--- src/rtl/ppoc_pkg.sv ---
// Package for the pulse period / on-time capture block.
// Holds codes, widths, the job and config types, and the state encodings.
// No dependencies.
package ppoc_pkg;

	localparam int CaptureW = 16;
	localparam int UsW      = 32;
	localparam int TickW    = 8;
	localparam logic [CaptureW-1:0] CounterMax = 16'd65535;

	// input item function codes
	localparam logic [1:0] FuncStart    = 2'd0;
	localparam logic [1:0] FuncOverflow = 2'd1;
	localparam logic [1:0] FuncEdge     = 2'd2;
	localparam logic [1:0] FuncPoll     = 2'd3;

	// configuration register indexes
	localparam logic [1:0] CfgMeasureMode  = 2'd0;
	localparam logic [1:0] CfgTickTimeUs   = 2'd1;
	localparam logic [1:0] CfgTimeoutLimit = 2'd2;

	localparam logic StatusDone    = 1'b0;
	localparam logic StatusTimeout = 1'b1;

	typedef enum logic [2:0] {
		PH_IDLE  = 3'b001,
		PH_ARMED = 3'b010,
		PH_FIRST = 3'b100
	} phase_t;

	typedef enum logic [3:0] {
		BK_IDLE  = 4'b0001,
		BK_SPAN  = 4'b0010,
		BK_TICKS = 4'b0100,
		BK_SCALE = 4'b1000
	} back_state_t;

	typedef struct packed {
		logic                measure_mode;
		logic [TickW-1:0]    tick_time_us;
		logic [UsW-1:0]      timeout_limit;
	} cfg_t;

	// one measurement handed from front to back
	typedef struct packed {
		logic                timeout;
		logic [CaptureW-1:0] first;
		logic [CaptureW-1:0] wraps;
		logic [CaptureW-1:0] second;
	} job_t;

endpackage

--- src/rtl/pulse_period_ontime_capture.sv ---
// Pulse period / on-time capture: front end, job queue, back end, config regs.
// Input items take one cycle each while the two-entry job queue has room.
// The item that completes a result passes as a job through the job queue and
// the back-end states SPAN, TICKS and SCALE before empty drops; the back end
// takes its next job only after the held result is popped, one job at a time.
// arst_n clears phase, counters, queues and loads register reset values.
module pulse_period_ontime_capture (
	input  logic        clk,
	input  logic        arst_n,
	input  logic        push,
	output logic        full,
	input  logic [1:0]  func,
	input  logic        edge_rising,
	input  logic [15:0] capture_value,
	output logic        empty,
	input  logic        pop,
	output logic        status,
	output logic [31:0] measured_us,
	input  logic        cfg_valid,
	output logic        cfg_ready,
	input  logic [1:0]  cfg_index,
	input  logic [31:0] cfg_data
);
	import ppoc_pkg::*;

	cfg_t cfg_q;
	logic accept;
	logic fe_push;
	job_t fe_job;
	logic q_full, q_valid, q_pop;
	job_t q_head;
	logic res_valid;

	assign cfg_ready = 1'b1;
	assign accept    = push && !q_full;
	assign full      = q_full;
	assign empty     = !res_valid;

	always_ff @(posedge clk or negedge arst_n) begin
		if (!arst_n) begin
			cfg_q.measure_mode  <= 1'b0;
			cfg_q.tick_time_us  <= TickW'(4);
			cfg_q.timeout_limit <= UsW'(100000);
		end else if (cfg_valid && cfg_ready) begin
			unique case (cfg_index)
				CfgMeasureMode:  cfg_q.measure_mode  <= cfg_data[0];
				CfgTickTimeUs:   cfg_q.tick_time_us  <= cfg_data[TickW-1:0];
				CfgTimeoutLimit: cfg_q.timeout_limit <= cfg_data;
				default: ;
			endcase
		end
	end

	ppoc_front u_front (
		.clk, .arst_n, .cfg(cfg_q), .accept,
		.func, .edge_rising, .capture_value,
		.job_push(fe_push), .job(fe_job)
	);

	ppoc_jobq u_jobq (
		.clk, .arst_n, .push(fe_push), .push_job(fe_job), .pop(q_pop),
		.full(q_full), .valid(q_valid), .head(q_head)
	);

	ppoc_back u_back (
		.clk, .arst_n, .cfg(cfg_q), .job_valid(q_valid), .job(q_head),
		.job_pop(q_pop), .res_pop(pop), .res_valid,
		.res_status(status), .res_us(measured_us)
	);

endmodule

--- src/rtl/ppoc_front.sv ---
// Front end: takes input items, tracks arm/capture phase, wraps and poll ticks.
// Emits a job on a completed measurement or a timeout. Depends on ppoc_pkg.
module ppoc_front (
	input  logic                     clk,
	input  logic                     arst_n,
	input  ppoc_pkg::cfg_t           cfg,
	input  logic                     accept,
	input  logic [1:0]               func,
	input  logic                     edge_rising,
	input  logic [ppoc_pkg::CaptureW-1:0] capture_value,
	output logic                     job_push,
	output ppoc_pkg::job_t           job
);
	import ppoc_pkg::*;

	phase_t              phase_q, phase_d;
	logic [CaptureW-1:0] first_q, first_d;
	logic [CaptureW-1:0] wrap_q, wrap_d;
	logic [UsW-1:0]      poll_q, poll_d;
	logic [UsW-1:0]      poll_inc;
	logic                qualifies;

	assign poll_inc  = (poll_q != '1) ? poll_q + UsW'(1) : poll_q;
	assign qualifies = cfg.measure_mode ? !edge_rising : edge_rising;

	always_comb begin
		phase_d  = phase_q;
		first_d  = first_q;
		wrap_d   = wrap_q;
		poll_d   = poll_q;
		job_push = 1'b0;
		job      = '{timeout: StatusDone, first: first_q, wraps: wrap_q,
			second: capture_value};
		if (accept) begin
			unique case (func)
				FuncStart: begin
					phase_d = PH_ARMED;
					first_d = '0;
					wrap_d  = '0;
					poll_d  = '0;
				end
				FuncOverflow: begin
					if (phase_q == PH_FIRST && wrap_q != '1)
						wrap_d = wrap_q + CaptureW'(1);
				end
				FuncEdge: begin
					if (phase_q == PH_ARMED && edge_rising) begin
						first_d = capture_value;
						phase_d = PH_FIRST;
					end else if (phase_q == PH_FIRST && qualifies) begin
						job_push = 1'b1;
						phase_d  = PH_IDLE;
					end
				end
				FuncPoll: begin
					if (phase_q != PH_IDLE) begin
						poll_d = poll_inc;
						if (poll_inc >= cfg.timeout_limit) begin
							job_push    = 1'b1;
							job.timeout = StatusTimeout;
							phase_d     = PH_IDLE;
						end
					end
				end
				default: ;
			endcase
		end
	end

	always_ff @(posedge clk or negedge arst_n) begin
		if (!arst_n) begin
			phase_q <= PH_IDLE;
			first_q <= '0;
			wrap_q  <= '0;
			poll_q  <= '0;
		end else begin
			phase_q <= phase_d;
			first_q <= first_d;
			wrap_q  <= wrap_d;
			poll_q  <= poll_d;
		end
	end

endmodule

--- src/rtl/ppoc_jobq.sv ---
// Two-entry job queue between the front and back ends.
// Depends on ppoc_pkg for job_t.
module ppoc_jobq (
	input  logic           clk,
	input  logic           arst_n,
	input  logic           push,
	input  ppoc_pkg::job_t push_job,
	input  logic           pop,
	output logic           full,
	output logic           valid,
	output ppoc_pkg::job_t head
);
	import ppoc_pkg::*;

	job_t       entry_q [2];
	logic       wr_ptr_q, rd_ptr_q;
	logic [1:0] count_q;

	assign full  = count_q == 2'd2;
	assign valid = count_q != 2'd0;
	assign head  = entry_q[rd_ptr_q];

	always_ff @(posedge clk) begin
		if (push)
			entry_q[wr_ptr_q] <= push_job;
	end

	always_ff @(posedge clk or negedge arst_n) begin
		if (!arst_n) begin
			wr_ptr_q <= 1'b0;
			rd_ptr_q <= 1'b0;
			count_q  <= 2'd0;
		end else begin
			if (push)
				wr_ptr_q <= !wr_ptr_q;
			if (pop)
				rd_ptr_q <= !rd_ptr_q;
			unique case ({push, pop})
				2'b10:   count_q <= count_q + 2'd1;
				2'b01:   count_q <= count_q - 2'd1;
				default: count_q <= count_q;
			endcase
		end
	end

endmodule

--- src/rtl/ppoc_back.sv ---
// Back end: turns a job into elapsed microseconds (wrap span, clamp, scale,
// saturate; zero on timeout) in its states and holds the result. Depends on ppoc_pkg.
module ppoc_back (
	input  logic                 clk,
	input  logic                 arst_n,
	input  ppoc_pkg::cfg_t       cfg,
	input  logic                 job_valid,
	input  ppoc_pkg::job_t       job,
	output logic                 job_pop,
	input  logic                 res_pop,
	output logic                 res_valid,
	output logic                 res_status,
	output logic [ppoc_pkg::UsW-1:0] res_us
);
	import ppoc_pkg::*;

	localparam int ProdW = UsW + TickW;

	back_state_t          state_q;
	job_t                 job_q;
	logic [UsW-1:0]       up_q;
	logic [UsW-1:0]       ticks_q;
	logic [ProdW-1:0]     prod;
	logic                 res_valid_q;
	logic                 status_q;
	logic [UsW-1:0]       us_q;

	assign job_pop    = (state_q == BK_IDLE) && job_valid && !res_valid_q;
	assign prod       = ProdW'(ticks_q) * ProdW'(cfg.tick_time_us);
	assign res_valid  = res_valid_q;
	assign res_status = status_q;
	assign res_us     = us_q;

	always_ff @(posedge clk) begin
		if (job_pop)
			job_q <= job;
		// zero wraps gives a zero product, so one formula covers both cases
		if (state_q == BK_SPAN)
			up_q <= UsW'(job_q.wraps) * UsW'(CounterMax) + UsW'(job_q.second);
		if (state_q == BK_TICKS)
			ticks_q <= (up_q >= UsW'(job_q.first)) ? up_q - UsW'(job_q.first) : '0;
		if (state_q == BK_SCALE) begin
			status_q <= job_q.timeout;
			if (job_q.timeout)
				us_q <= '0;
			else if (prod[ProdW-1:UsW] != '0)
				us_q <= '1;
			else
				us_q <= prod[UsW-1:0];
		end
	end

	always_ff @(posedge clk or negedge arst_n) begin
		if (!arst_n) begin
			state_q     <= BK_IDLE;
			res_valid_q <= 1'b0;
		end else begin
			unique case (state_q)
				BK_IDLE:  if (job_pop) state_q <= BK_SPAN;
				BK_SPAN:  state_q <= BK_TICKS;
				BK_TICKS: state_q <= BK_SCALE;
				BK_SCALE: state_q <= BK_IDLE;
				default:  state_q <= BK_IDLE;
			endcase
			if (state_q == BK_SCALE)
				res_valid_q <= 1'b1;
			else if (res_pop)
				res_valid_q <= 1'b0;
		end
	end

endmodule

--- config.mk ---
export PLATFORM = sky130hd
export DESIGN_NAME = pulse_period_ontime_capture
export DESIGN_NICKNAME = d
export VERILOG_FILES = /design/src/rtl/ppoc_pkg.sv /design/src/rtl/pulse_period_ontime_capture.sv /design/src/rtl/ppoc_front.sv /design/src/rtl/ppoc_jobq.sv /design/src/rtl/ppoc_back.sv
export SDC_FILE = /design/constraint.sdc
export NUM_CORES = 1
export LEC_CHECK = 0
export ABC_AREA = 1
export CORE_MARGIN = 3
export CORE_UTILIZATION = 30
export DETAILED_ROUTE_END_ITERATION = 16
export DONT_BUFFER_PORTS = 1
export PLACE_DENSITY = 0.53
export SLEW_MARGIN = 10
export SYNTH_ARGS = -nofsm -noshare
export SYNTH_HDL_FRONTEND = slang
export SYNTH_SLANG_ARGS = --single-unit
export TNS_END_PERCENT = 100
--- constraint.sdc ---
create_clock -name clk -period 12.65 [get_ports clk]
set_clock_uncertainty 0.1 [all_clocks]
set_input_delay 2.53 -clock clk [delete_from_list [all_inputs] [get_ports clk]]
set_output_delay 2.53 -clock clk [all_outputs]
set_load 0.1 [all_outputs]
# Word level (Yosys, flattened, before mapping)

Memory sizes are Yosys's and may differ from the RTL's. A register that Yosys moved wholly into a read port is not among the register bits.
Cells that the tools add are included.

Flip-flop bits (word level): 214
Bits in writable memories: 98
Memories kept: 1

$add $sub $neg: 6
Multipliers: 2
$lt $le $gt $ge: 2
Equal/unequal tests: 23
Mux-type cells: 29
Reduce and logical (&&, ||, !) cells: 28

Memories:

| name           | depth | bits a word | rd ports | clocked after memory_dff | wr ports | RTL line        | source |
|---|---|---|---|---|---|---|---|
| u_jobq.entry_q | 2     | 49          | 1        | 1                        | 1        | ppoc_jobq.sv:15 | `job_t entry_q [2];` |

Operators with widths:

| cell                     | number |
|---|---|
| $mux W32                 | 3 |
| $pmux W16 S2             | 2 |
| $pmux W32 S2             | 1 |
| $mul A32 B8 Y40          | 1 |
| $add A32 B1 Y32 const B  | 1 |
| $add A32 B16 Y32         | 1 |
| $ge A32 B16 Y1           | 1 |
| $ge A32 B32 Y1           | 1 |
| $mul A16 B16 Y32 const B | 1 |
| $mux W16                 | 2 |
| $ne A32 B32 Y1 const B   | 1 |
| $sub A32 B16 Y32         | 1 |
| $add A16 B1 Y16 const B  | 1 |
| $ne A16 B16 Y1 const B   | 1 |
| $mux W1                  | 12 |
| $mux W3                  | 4 |
| $pmux W4 S3              | 1 |
| $reduce_bool A2 Y1       | 6 |
| $eq A2 B2 Y1 const B     | 5 |
| $pmux W3 S3              | 1 |
| $reduce_and A3 Y1        | 3 |
| $ne A2 B1 Y1 const B     | 4 |
| $reduce_bool A8 Y1       | 1 |
| $eq A2 B1 Y1 const B     | 3 |
| other kinds (19)         | 32 |

# Logic depth before layout (Yosys ltp)

Depth in word-level cells: 9
Depth in mapped cells: 31

# Cells and area by module

From an unflattened synthesis, not the netlist that was laid out.

Cells, all modules: 3869
Area, all modules: 32806.5 µm²

By module, submodules not included:

| module                      | times used | cells an instance | area an instance (µm²) | seq. area each (µm²) |
|---|---|---|---|---|
| ppoc_back                   | 1          | 2690              | 22036.1                | 4510.6 |
| ppoc_front                  | 1          | 708               | 5062.4                 | 1677.9 |
| ppoc_jobq                   | 1          | 280               | 3916.3                 | 3042.9 |
| pulse_period_ontime_capture | 1          | 191               | 1791.7                 | 1034.7 |

# Worst setup path before layout

No wires, ideal clock.

Kind: input port to flip-flop
Start: input func[1]
End: memory u_jobq.entry_q[1][0] in the netlist's numbering, enable pin
Setup time: 0.456 ns
Arrival: 5.330 ns
Path slack: 6.764 ns
Stages: 7
Buffers on the path: 1
Path through: inv_1 -> nor2_1 -> clkbuf_1 -> nand3_1 -> nand2_1 -> nand2_1 -> nor2_1

Word-level cells in the longest chain between the ends: 5
Elaborated cells between the ends (all ways): 6
Classes of those cells: 2 x eq/ne; 4 x mux

Ends and longest elaborated chain:

| item                            | RTL line                          | source |
|---|---|---|
| start, declared                 | pulse_period_ontime_capture.sv:12 | `input logic [1:0] func,` |
| $eq A2 B2 Y1                    | ppoc_front.sv:35                  | `unique case (func)` |
| $pmux W1 S2 *                   | ppoc_front.sv:35                  |  |
| $mux W1 *                       | ppoc_front.sv:34                  | `if (accept) begin` |
| $mux W1 *                       | ppoc_jobq.sv:24                   | `if (push)` |
| $mux W1 (not written as such) * | ppoc_jobq.sv:25                   | `entry_q[wr_ptr_q] <= push_job;` |
| end, declared                   | ppoc_jobq.sv:15                   |  |

Every way passes the cells marked *; elsewhere a longest branch is shown, timed or not.

# Worst setup path after layout

Start: register cfg_q[38] in the netlist's numbering
End: register u_back.us_q[14] (netlist: u_back.res_us[14]) (data pin)

Word-level cells in the longest chain between the ends: 3

Ends and longest elaborated chain:

| item                 | RTL line                          | source |
|---|---|---|
| start, declared      | pulse_period_ontime_capture.sv:26 | `cfg_t cfg_q;` |
| $mul A32 B8 Y40 *    | ppoc_back.sv:29                   | `assign prod = ProdW'(ticks_q) * ProdW'(cfg.tick_time_us);` |
| $reduce_bool A8 Y1   | ppoc_back.sv:46                   | `else if (prod[ProdW-1:UsW] != '0)` |
| $mux W32 *           | ppoc_back.sv:46                   |  |
| end signal, assigned | ppoc_back.sv:49                   | `us_q <= prod[UsW-1:0];` |
| end, declared        | ppoc_back.sv:26                   | `logic [UsW-1:0] us_q;` |

Marked as above.
A chain may end at the register's enable or synchronous reset.

==> impl_metrics.ini <==
[status]
status = completed

[yosys]
syn_avg_cell_area_um2 = 8.43
synth_top_area_frac = 0.228
ys_ff_latch = 361
synth_edf_count = 244
yosysWarnings = 0
syn_nets = 4398
synth_area_um2 = 32200
synth_cells = 3812
ys_types = 54
synth_top_cell_by_area = edfxtp_1
yosysSeqAreaShare = 0.319
ys_top_cells_by_area = edfxtp_1 23%, fa_1 20%, inv_1 12%
async_flop_share = 0.324
synth_flop_cell = edfxtp_1

[clock_tree]
numClockSinks = 361
root_buffer = clkbuf_16
cts_buffers = 43
cts_tree = yes
htree_levels = 2
clock_latency_ps = 610
clkTransAtPathRegs_ps = 60
postCtsHoldBufs = 0
post_cts_buffers = 0
cts_buffer_depth = 3
cts-resized-gates = 0

[grt]
track_usage = 0.143
grt_pass1_vias = 23800
grt-ovfl-total = 0
grt_first_pass_wirelength_mm = 128
grt_max_degree = 118
grt_antenna_before_repair = 1

[sta]
hold_viol_final = 0
rsz0062_at_grt = no
final-max-slew-violation-count = 0
fin_tns_setup_ps = 0
max_freq_ghz = 0.153
setup_slack_ps = 6100
fin_crit_ps = 6550
min_period_over_period = 0.518
finalSetupViolCount = 0
worst_pin_slew_ps = 1270
relSlewSlack = 0.154

[critical_path]
path_max_fanout = 33
endpoint_kind = flop
crit_type = flop to flop
cp.required_ps = 12890
crit_arrival_ps = 6790
start_kind = flop

[place]
portBuffers = 0
dp_hpwl_mm = 61.1
place_ws_ps = 6130
place_inst = 5112
place_congestion = 0.894

[routing]
drt-initial-drc-count = 1446
drt_first_pass_iters = 5
vias = 22900
route.detailed.drc = 0
routed_wl_mm = 77.6
antenna_left = 0
post_drt_wl_per_cell_um = 14.9
viasPerCell = 4.41

[floorplanning]
start_util = 0.304
num_rows = 119
die_area_um2 = 111000
coreArea_um2 = 106000
die_x_um = 333
die_h_um = 333
ios = 94

[layout]
fillers = 11100
syn_to_final_growth_pct = 8.77
final_common_cell = inv_1
finalNetCount = 4352
n_antenna_cell = 0
stdcell_count = 5191
utilization = 0.330
final_cell_mix = 1,009 x inv_1, 927 x nand2_1, 322 x fa_1, 244 x edfxtp_1, 206 x ha_1
drive_gt1_frac = 0.0511

[job]
cap_violations = 0

[worst_hold_path]
hp-class = flop to flop
-- routing by layer --
layer	GRT usage	wire length, µm	vias up
li1	-	-	11400
met1	0.197	36700	11000
met2	0.238	35900	434
met3	0.0242	3750	88
met4	0.0274	1250	0
met5	0	0	-
-- layout make-up --
cell class                 instances  area [µm²]  area share
clock buffer                      54        1130      0.0322
clock inverter                    25         315     0.00902
inverter                        1026        3850       0.110
multi-input combinational       2318       17500       0.502
sequential                       361       10300       0.294
tap                             1391        1740      0.0498
timing repair buffer              16         120     0.00343
-- worst max-delay path, cell delays in order (launching register included) --
cell	delay (ps)
dfrtp_1	1180
nand2_1	100
inv_1	130
fa_1	440
fa_1	530
fa_1	550
inv_1	50
fa_1	550
inv_1	50
ha_1	370
nand2_1	170
inv_2	50
nand2_1	130
inv_1	50
a21oi_1	140
nand2_1	140
nand2_1	110
nand3b_1	80
nand2_1	110
nand3_2	100
nor2_4	830
nand3_2	140
nand2_1	110
inv_1	60
-- Yosys cell counts (all sizes together) (4+ instances only) --
cell type	number
nor2	206
o21bai	10
a21oi	138
a31oi	10
inv	1023
o31ai	7
a21o	4
o21a	9
nor4	14
nand3	118
o22ai	4
xnor2	34
xor2	75
o21ai	115
dfrtp	108
nor3	39
a22o	5
dfstp	9
or2	6
nand2	947
clkbuf	91
buf	16
nand4	29
ha	206
edfxtp	244
fa	322
-- flip-flops by register name, indices dropped and copies added (netlist names) --
| register | cells |
|---|---|
| u_back.up_q | 32 |
| u_back.ticks_q | 32 |
| u_jobq.count_q | 2 |
| u_back.res_us | 32 |
| u_jobq.wr_ptr_q | 1 |
| u_back.res_valid | 1 |
| u_jobq.entry_q | 98 |
| u_back.job_q | 49 |
| u_front.first_q | 16 |
| u_jobq.rd_ptr_q | 1 |
| u_front.wrap_q | 16 |
| cfg_q | 41 |
| u_front.phase_q | 3 |
| u_back.res_status | 1 |
| u_back.state_q | 4 |
| u_front.poll_q | 32 |
-- logic make-up after synthesis --
group,share of synthesized area
buf+inv,0.136
flops,0.319
xor+xnor,0.0297
fa+ha+maj,0.281
other cells,0.000117
simple gates,0.182
compound gates,0.0524
-- metrics by stage --
stage	hold WS, ps	instance area [µm²]
global placement	352	33500
CTS	365	35000
global route	378	35000
finish	364	35000
detailed placement	352	33500
floorplan	326	32200
-- final timing paths --
| path | cells after the start | startpoint | slack (ps) | to |
|---|---|---|---|---|
| min reg2reg | 0 | u_front.first_q[15]$_DFFE_PN0P_ | 360 | u_jobq.entry_q[0][47]$_DFFE_PP_ |
| min in group asynchronous | 0 | arst_n | 1540 | u_front.wrap_q[9]$_DFFE_PN0P_ |
| max | 23 | cfg_q[38]$_DFFE_PN0P_ | 6100 | u_back.res_us[14]$_SDFFCE_PP0P_ |
| max reg2reg | 23 | cfg_q[38]$_DFFE_PN0P_ | 6100 | u_back.res_us[14]$_SDFFCE_PP0P_ |
| max in group asynchronous | 0 | arst_n | 10680 | u_front.phase_q[0]$_DFFE_PN1P_ |
| min | 0 | u_front.first_q[15]$_DFFE_PN0P_ | 360 | u_jobq.entry_q[0][47]$_DFFE_PP_ |
Power is left out: the tool's default activity adds up to more than one toggle a clock period on the data nets, which glitch-free logic cannot reach.
